[src/rtl/mbps_pkg.sv]
// mbps_pkg: shared types and constants for the masked byte pattern scanner
// payload structs, configuration register codes and default sizes
// no dependencies
package mbps_pkg;

	localparam int MaxPatternBytesDef = 32;
	localparam int PatternWords       = 4;
	localparam int CfgDataWidth       = 64;
	localparam int CfgIndexWidth      = 3;
	localparam int AddrWidth          = 48;
	localparam int OffsetWidth        = 32;
	localparam int LengthWidth        = 6;

	typedef enum logic [CfgIndexWidth-1:0] {
		REG_PATTERN_WORD_0 = 3'd0,
		REG_PATTERN_WORD_1 = 3'd1,
		REG_PATTERN_WORD_2 = 3'd2,
		REG_PATTERN_WORD_3 = 3'd3,
		REG_CARE_MASK      = 3'd4,
		REG_PATTERN_LENGTH = 3'd5,
		REG_RESULT_OFFSET  = 3'd6
	} cfg_reg_t;

	typedef struct packed {
		logic [7:0]           data_byte;
		logic [AddrWidth-1:0] byte_address;
		logic                 is_last;
	} scan_item_t;

	typedef struct packed {
		logic                 found;
		logic [AddrWidth-1:0] match_address;
	} result_item_t;

endpackage

[src/rtl/masked_byte_pattern_scanner.sv]
// Masked byte pattern scanner: one byte per cycle is accepted while the input is not stalled;
// each byte is held in an input register, where the shifted window is compared with the pattern
// at all positions at once, and the result lands in an output register. Sustained rate is one
// byte per clock when not stalled, set by the compare of the window against a pre-aligned copy
// of the pattern. The aligned pattern is rebuilt from the configuration registers into its own
// register after a write. The input stalls only while a result is due and the output register
// is full and stalled.
// depends on mbps_pkg
module masked_byte_pattern_scanner import mbps_pkg::*; #(
	parameter int MAX_PATTERN_BYTES = MaxPatternBytesDef
) (
	input  logic                     clk,
	input  logic                     arst_n,
	input  logic                     cfg_write,
	input  logic [CfgIndexWidth-1:0] cfg_index,
	input  logic [CfgDataWidth-1:0]  cfg_data,
	input  logic                     scan_valid,
	output logic                     scan_stall,
	input  scan_item_t               scan_item,
	output logic                     result_valid,
	input  logic                     result_stall,
	output result_item_t             result_item
);

	localparam int LW = $clog2(MAX_PATTERN_BYTES + 1);
	localparam int WB = 8 * MAX_PATTERN_BYTES;

	// configuration registers
	logic [CfgDataWidth-1:0] pattern_word_q [PatternWords];
	logic [31:0]             care_mask_q;
	logic [LengthWidth-1:0]  pattern_length_q;
	logic [OffsetWidth-1:0]  result_offset_q;

	always_ff @(posedge clk or negedge arst_n) begin
		if (!arst_n) begin
			for (int w = 0; w < PatternWords; w++) pattern_word_q[w] <= '0;
			care_mask_q      <= '0;
			pattern_length_q <= LengthWidth'(1);
			result_offset_q  <= '0;
		end else if (cfg_write) begin
			case (cfg_reg_t'(cfg_index))
				REG_PATTERN_WORD_0: pattern_word_q[0] <= cfg_data;
				REG_PATTERN_WORD_1: pattern_word_q[1] <= cfg_data;
				REG_PATTERN_WORD_2: pattern_word_q[2] <= cfg_data;
				REG_PATTERN_WORD_3: pattern_word_q[3] <= cfg_data;
				REG_CARE_MASK:      care_mask_q      <= cfg_data[31:0];
				REG_PATTERN_LENGTH: pattern_length_q <= cfg_data[LengthWidth-1:0];
				REG_RESULT_OFFSET:  result_offset_q  <= cfg_data[OffsetWidth-1:0];
				default: ;
			endcase
		end
	end

	// effective length and pattern aligned to window positions
	// window byte k lines up with pattern byte len-1-k
	logic [LW-1:0]                len_eff;
	logic [LW-1:0]                align_shift;
	logic [WB-1:0]                pat_rev;
	logic [MAX_PATTERN_BYTES-1:0] care_rev;
	logic [WB-1:0]                aligned_pat_q;
	logic [MAX_PATTERN_BYTES-1:0] aligned_care_q;
	logic [LW-1:0]                len_q;

	always_comb begin
		if (pattern_length_q == '0)
			len_eff = LW'(1);
		else if (int'(pattern_length_q) > MAX_PATTERN_BYTES)
			len_eff = LW'(MAX_PATTERN_BYTES);
		else
			len_eff = LW'(pattern_length_q);
		align_shift = LW'(MAX_PATTERN_BYTES) - len_eff;
		for (int j = 0; j < MAX_PATTERN_BYTES; j++) begin
			pat_rev[8*(MAX_PATTERN_BYTES-1-j) +: 8] =
				pattern_word_q[j/8][8*(j%8) +: 8];
			care_rev[MAX_PATTERN_BYTES-1-j] = care_mask_q[j];
		end
	end

	always_ff @(posedge clk or negedge arst_n) begin
		if (!arst_n) begin
			aligned_pat_q  <= '0;
			aligned_care_q <= '0;
			len_q          <= LW'(1);
		end else begin
			aligned_pat_q  <= pat_rev >> {align_shift, 3'b000};
			aligned_care_q <= care_rev >> align_shift;
			len_q          <= len_eff;
		end
	end

	// input register
	logic       valid_s1;
	scan_item_t item_s1;
	logic       adv;

	always_ff @(posedge clk or negedge arst_n) begin
		if (!arst_n) begin
			valid_s1 <= 1'b0;
		end else if (!scan_stall) begin
			valid_s1 <= scan_valid;
		end
	end

	always_ff @(posedge clk) begin
		if (!scan_stall && scan_valid) begin
			item_s1 <= scan_item;
		end
	end

	// region state
	logic [WB-1:0] window_q;
	logic [LW-1:0] bytes_seen_q;
	logic          match_latched_q;

	logic [WB-1:0]                win_n;
	logic [LW-1:0]                seen_n;
	logic [MAX_PATTERN_BYTES-1:0] byte_ok;
	logic                         hit;
	logic                         has_result;
	logic                         out_free;
	logic [AddrWidth-1:0]         match_addr;

	always_comb begin
		win_n  = {window_q[WB-9:0], item_s1.data_byte};
		seen_n = (int'(bytes_seen_q) < MAX_PATTERN_BYTES) ? bytes_seen_q + LW'(1)
			: bytes_seen_q;
		for (int k = 0; k < MAX_PATTERN_BYTES; k++) begin
			byte_ok[k] = !aligned_care_q[k] || (win_n[8*k +: 8] == aligned_pat_q[8*k +: 8]);
		end
		hit        = !match_latched_q && (seen_n >= len_q) && (&byte_ok);
		has_result = !match_latched_q && (hit || item_s1.is_last);
		match_addr = item_s1.byte_address - AddrWidth'(len_q - LW'(1))
			+ {{(AddrWidth-OffsetWidth){result_offset_q[OffsetWidth-1]}}, result_offset_q};
	end

	assign out_free   = !result_valid || !result_stall;
	assign adv        = valid_s1 && (!has_result || out_free);
	assign scan_stall = valid_s1 && !adv;

	always_ff @(posedge clk or negedge arst_n) begin
		if (!arst_n) begin
			window_q        <= '0;
			bytes_seen_q    <= '0;
			match_latched_q <= 1'b0;
		end else if (adv) begin
			if (item_s1.is_last) begin
				window_q        <= '0;
				bytes_seen_q    <= '0;
				match_latched_q <= 1'b0;
			end else if (!match_latched_q) begin
				window_q        <= win_n;
				bytes_seen_q    <= seen_n;
				match_latched_q <= hit;
			end
		end
	end

	// result register
	always_ff @(posedge clk or negedge arst_n) begin
		if (!arst_n) begin
			result_valid <= 1'b0;
		end else if (adv && has_result) begin
			result_valid <= 1'b1;
		end else if (!result_stall) begin
			result_valid <= 1'b0;
		end
	end

	always_ff @(posedge clk) begin
		if (adv && has_result) begin
			result_item.found         <= hit;
			result_item.match_address <= hit ? match_addr : '0;
		end
	end

endmodule

[config.mk]
export PLATFORM = sky130hd
export DESIGN_NAME = masked_byte_pattern_scanner
export DESIGN_NICKNAME = d
export VERILOG_FILES = /design/src/rtl/mbps_pkg.sv /design/src/rtl/masked_byte_pattern_scanner.sv
export SDC_FILE = /design/constraint.sdc
export NUM_CORES = 2
export LEC_CHECK = 0
export ABC_AREA = 1
export BUFFER_PORTS_ARGS = -buffer_cell sky130_fd_sc_hd__buf_2
export CAP_MARGIN = 20
export CELL_PAD_IN_SITES_DETAIL_PLACEMENT = 2
export CELL_PAD_IN_SITES_GLOBAL_PLACEMENT = 2
export CORE_MARGIN = 4
export CORE_UTILIZATION = 38
export CTS_BUF_LIST = sky130_fd_sc_hd__clkbuf_4
export DETAILED_ROUTE_END_ITERATION = 12
export GPL_TIMING_DRIVEN = 1
export PLACE_DENSITY = 0.82
export RECOVER_POWER = 100
export SLEW_MARGIN = 30
export SYNTH_ARGS = -nofsm -noshare
export SYNTH_HDL_FRONTEND = slang
export SYNTH_SLANG_ARGS = --single-unit
[constraint.sdc]
create_clock -name clk -period 9.16 [get_ports clk]
set_input_delay 0.458 -clock clk [delete_from_list [all_inputs] [get_ports clk]]
set_output_delay 0.458 -clock clk [all_outputs]
set_load 0.02 [all_outputs]
==> qor.txt <==
status: finished, violations left
failing checks: capacitance limit, slew limit
Die Height: 396 µm
Buf+Inv Stages, Crit Path: 4
Internal: 0.0102 W
first-pass GRT wire length: 432000 µm
syn nets: 7980
post-DP HPWL: 179000 µm
crit path DAT: 8280 ps
DIE WIDTH: 396 µm
insertion delay to the later sink of the worst-skew pair: 1410 ps
Ys Warns: 0
post-synthesis register bit count: 983
clk slew on worst S/H paths: 80 ps
via count: 60.0k
I/O pins: 180
Synth Instances: 7746
RSZ-0062 raised after global routing: no
drt first pass iters: 6
CP Max Fanout: 168
Max Cap Violations: 18
slew margin rel.: -2.69
# fillers: 17.4k
Final min period: 7150 ps
clock share of power: 0.213
Crit Path Class: register to register
Most Crowded Layer GR: met2
Reg power frac: 0.285
Cell Chain, Critical Path: nor3_1 -> nand4_1 -> nand2_8 -> inv_6 -> ha_1 -> inv_1 -> xor2_4 -> clkinvlp_2 -> buf_12 -> o21ai_0 -> nand2_1 -> nand2_1 -> o21ai_0
final hold vios: 0
Layout area overhead: 12.9%
PD cells: 332 mW/mm²
post-CTS setup buffer count: 0
Unique masters post-synth: 48
RePlAce Congestion: 0.898
max incr delay on CP: 1810 ps
Pwr Total: 0.0215 W
Crit-path slowest cell: clkinvlp_2
layout cell share with drive strength beyond 1: 0.0845
WP data required: 10290 ps
Worst Setup End Kind: register
startpoint types: register
Final period util: 0.781
DR vias/cell: 5.88
setup ws final: 2010 ps
area post-placement: 0.0593 mm²
vias in the first global route: 63.6k
worst min path class: input port to register
Die ar.: 0.157 mm²
largest net degree at the start of global routing: 221
CTS tree: done
FP Rows: 142
CTS Buf Count: 307
met1 usage: 0.498
FF/Latch Area: 0.0251 mm²
Gate power share: 0.502
core area: 0.150 mm²
multi-input combinational cell area: 0.0271 mm²
post-synthesis sequential area ratio: 0.438
Final Instance Area: 0.0648 mm²
Root Driver: clkbuf_4
H-tree Lvls: 5
most frequent cells in the layout: nand2_1, o21ai_0, dfrtp_1
detailed router's first-iteration violation count: 6227
dpl ws: 4320 ps
Max Freq: 0.140 GHz
met3 Track Usage GR: 0.0671
DRC Markers: 0
Top Family by Delay on Critical Path: buffers and inverters
mean post-synth cell area: 7.40 µm²
cell area after synthesis: 0.0573 mm²
post-cts resize count: 0
initial core utilization: 0.382
number of I/O port buffers: 179
Worst Max-Slew Pin Slew: 5530 ps
VDD IR-drop max: 0.000264 V
# nets final: 8213
switching share of power: 0.524
Max Root-Sink Buffers: 4
antenna-violating nets left: 0
setup TNS: 0 ps
GR Overflow Total: 0
clock sinks: 983
initial antenna violation count: 27
Pins Over Slew Limit: 1312
net switching power: 0.0113 W
clock skew: 171 ps
Leak: 30.5 nW
WL per Instance: 28.9 µm
met2 usage: 0.556
routed wire length: 295000 µm
final core utilization: 0.432
setup violators final: 0
total track usage: 0.365
most common cell after layout, fill and taps aside: nand2_1
Yosys cell counts (all sizes together):
| cell type | number | area share |
|---|---|---|
| and2 | 3 | 0.00033 |
| nand3 | 268 | 0.024 |
| nor3b | 1 | 0.00013 |
| o22ai | 13 | 0.0014 |
| o311ai | 1 | 0.00015 |
| nand2 | 2233 | 0.15 |
| o221ai | 3 | 0.00046 |
| ha | 58 | 0.013 |
| o21bai | 8 | 0.0010 |
| a211oi | 3 | 0.00039 |
| xor2 | 16 | 0.0026 |
| a21boi | 12 | 0.0016 |
| o21ai | 1032 | 0.090 |
| a21oi | 137 | 0.012 |
| mux2i | 18 | 0.0031 |
| a31oi | 28 | 0.0031 |
| edfxtp | 106 | 0.056 |
| o31ai | 14 | 0.0018 |
| nand4 | 274 | 0.030 |
| fa | 47 | 0.016 |
| inv | 806 | 0.053 |
| clkbuf | 321 | 0.021 |
| o21a | 11 | 0.0014 |
| xnor2 | 200 | 0.031 |
| nor2 | 646 | 0.042 |
| buf | 192 | 0.017 |
| nor4 | 6 | 0.00065 |
| or2 | 111 | 0.012 |
| o32ai | 3 | 0.00046 |
| o31a | 1 | 0.00015 |
| a21o | 5 | 0.00065 |
| clkinv | 1 | 0.000065 |
| dfstp | 2 | 0.00092 |
| o211ai | 232 | 0.030 |
| nor3 | 59 | 0.0052 |
| dfrtp | 875 | 0.38 |
sequential cells by signal, indices dropped and copies added, names as in the netlist:
signal / count
aligned_care_q: 32
aligned_pat_q: 256
bytes_seen_q: 6
care_mask_q: 32
item_s1: 57
len_q: 6
match_latched_q: 1
pat_rev: 256
pattern_length_q: 6
result_item: 49
result_offset_q: 32
result_valid: 1
valid_s1: 1
window_q: 248
kinds of logic (layout without fill, tap and decap cells):
group                    count (synthesis)  count (layout)  share of synthesized area
other                                    0              23                          0
XOR/XNOR                               216             216                     0.0331
AO/OA/AOI/OAI                         1503            1503                      0.145
AND/OR/NAND/NOR                       3601            3601                      0.261
buffers and inverters                 1320            1741                     0.0908
flip-flops                             983             983                      0.438
adder cells (fa/ha/maj)                105             105                     0.0291
multiplexers                            18              18                    0.00314
per-stage QoR:
step                      std cells  hold slack [ps]
after floorplan                7746              162
after global placement         9478              446
after detailed placement       9478              466
after CTS                     10200             1.17
after global routing          10200             47.2
final                         10200             81.8
final timing paths:
kind                                           from                  end  slack, ps  depth (start not counted)
max in group asynchronous                    arst_n   aligned_pat_q[192]       2800                          5
min in group asynchronous                    arst_n        window_q[111]        880                          4
worst max-delay path            pattern_length_q[1]    aligned_pat_q[12]       2010                         13
worst min register to register        window_q[218]        window_q[218]        470                          2
worst max register to register  pattern_length_q[1]    aligned_pat_q[12]       2010                         13
worst min-delay path                      cfg_write  pattern_length_q[0]         80                          5
power by group through the flow:
stage	logic, W	clock network [W]	registers, W
finish	0.0108	0.00457	0.00611
detailed placement	0.00986	0	0.00607
global route	0.0115	0.00487	0.00613
floorplan	0.00641	0	0.00563
CTS	0.0101	0.00446	0.00602
global placement	0.00941	0	0.00603
routing by layer:
metal / vias up / share of wire
li1: 25700 / -
met1: 31000 / 0.43
met2: 2611 / 0.44
met3: 774 / 0.071
met4: 6 / 0.057
met5: - / 0.00015
what timing repair did:
action / CTS / global route
endpoints found under the hold margin: 815 / 0
setup endpoints to repair: 0 / 0
hold buffers: 205 / 0
tightest hold or removal path, delay by kind of cell:
family,cells,cell delay [ps]
simple gates,2,550
buf+inv,2,230
compound gates,1,190
layout make-up:
| type | instances | area share |
|---|---|---|
| flip-flops and latches | 983 | 0.388 |
| repair buffers | 437 | 0.0524 |
| inverters | 807 | 0.0472 |
| well taps | 2016 | 0.0390 |
| clock buffers | 420 | 0.0487 |
| multi-input cells | 5443 | 0.418 |
| diodes | 23 | 0.000889 |
| clock inverters | 77 | 0.00589 |
No activity file was read; power rests on OpenSTA's default activity.
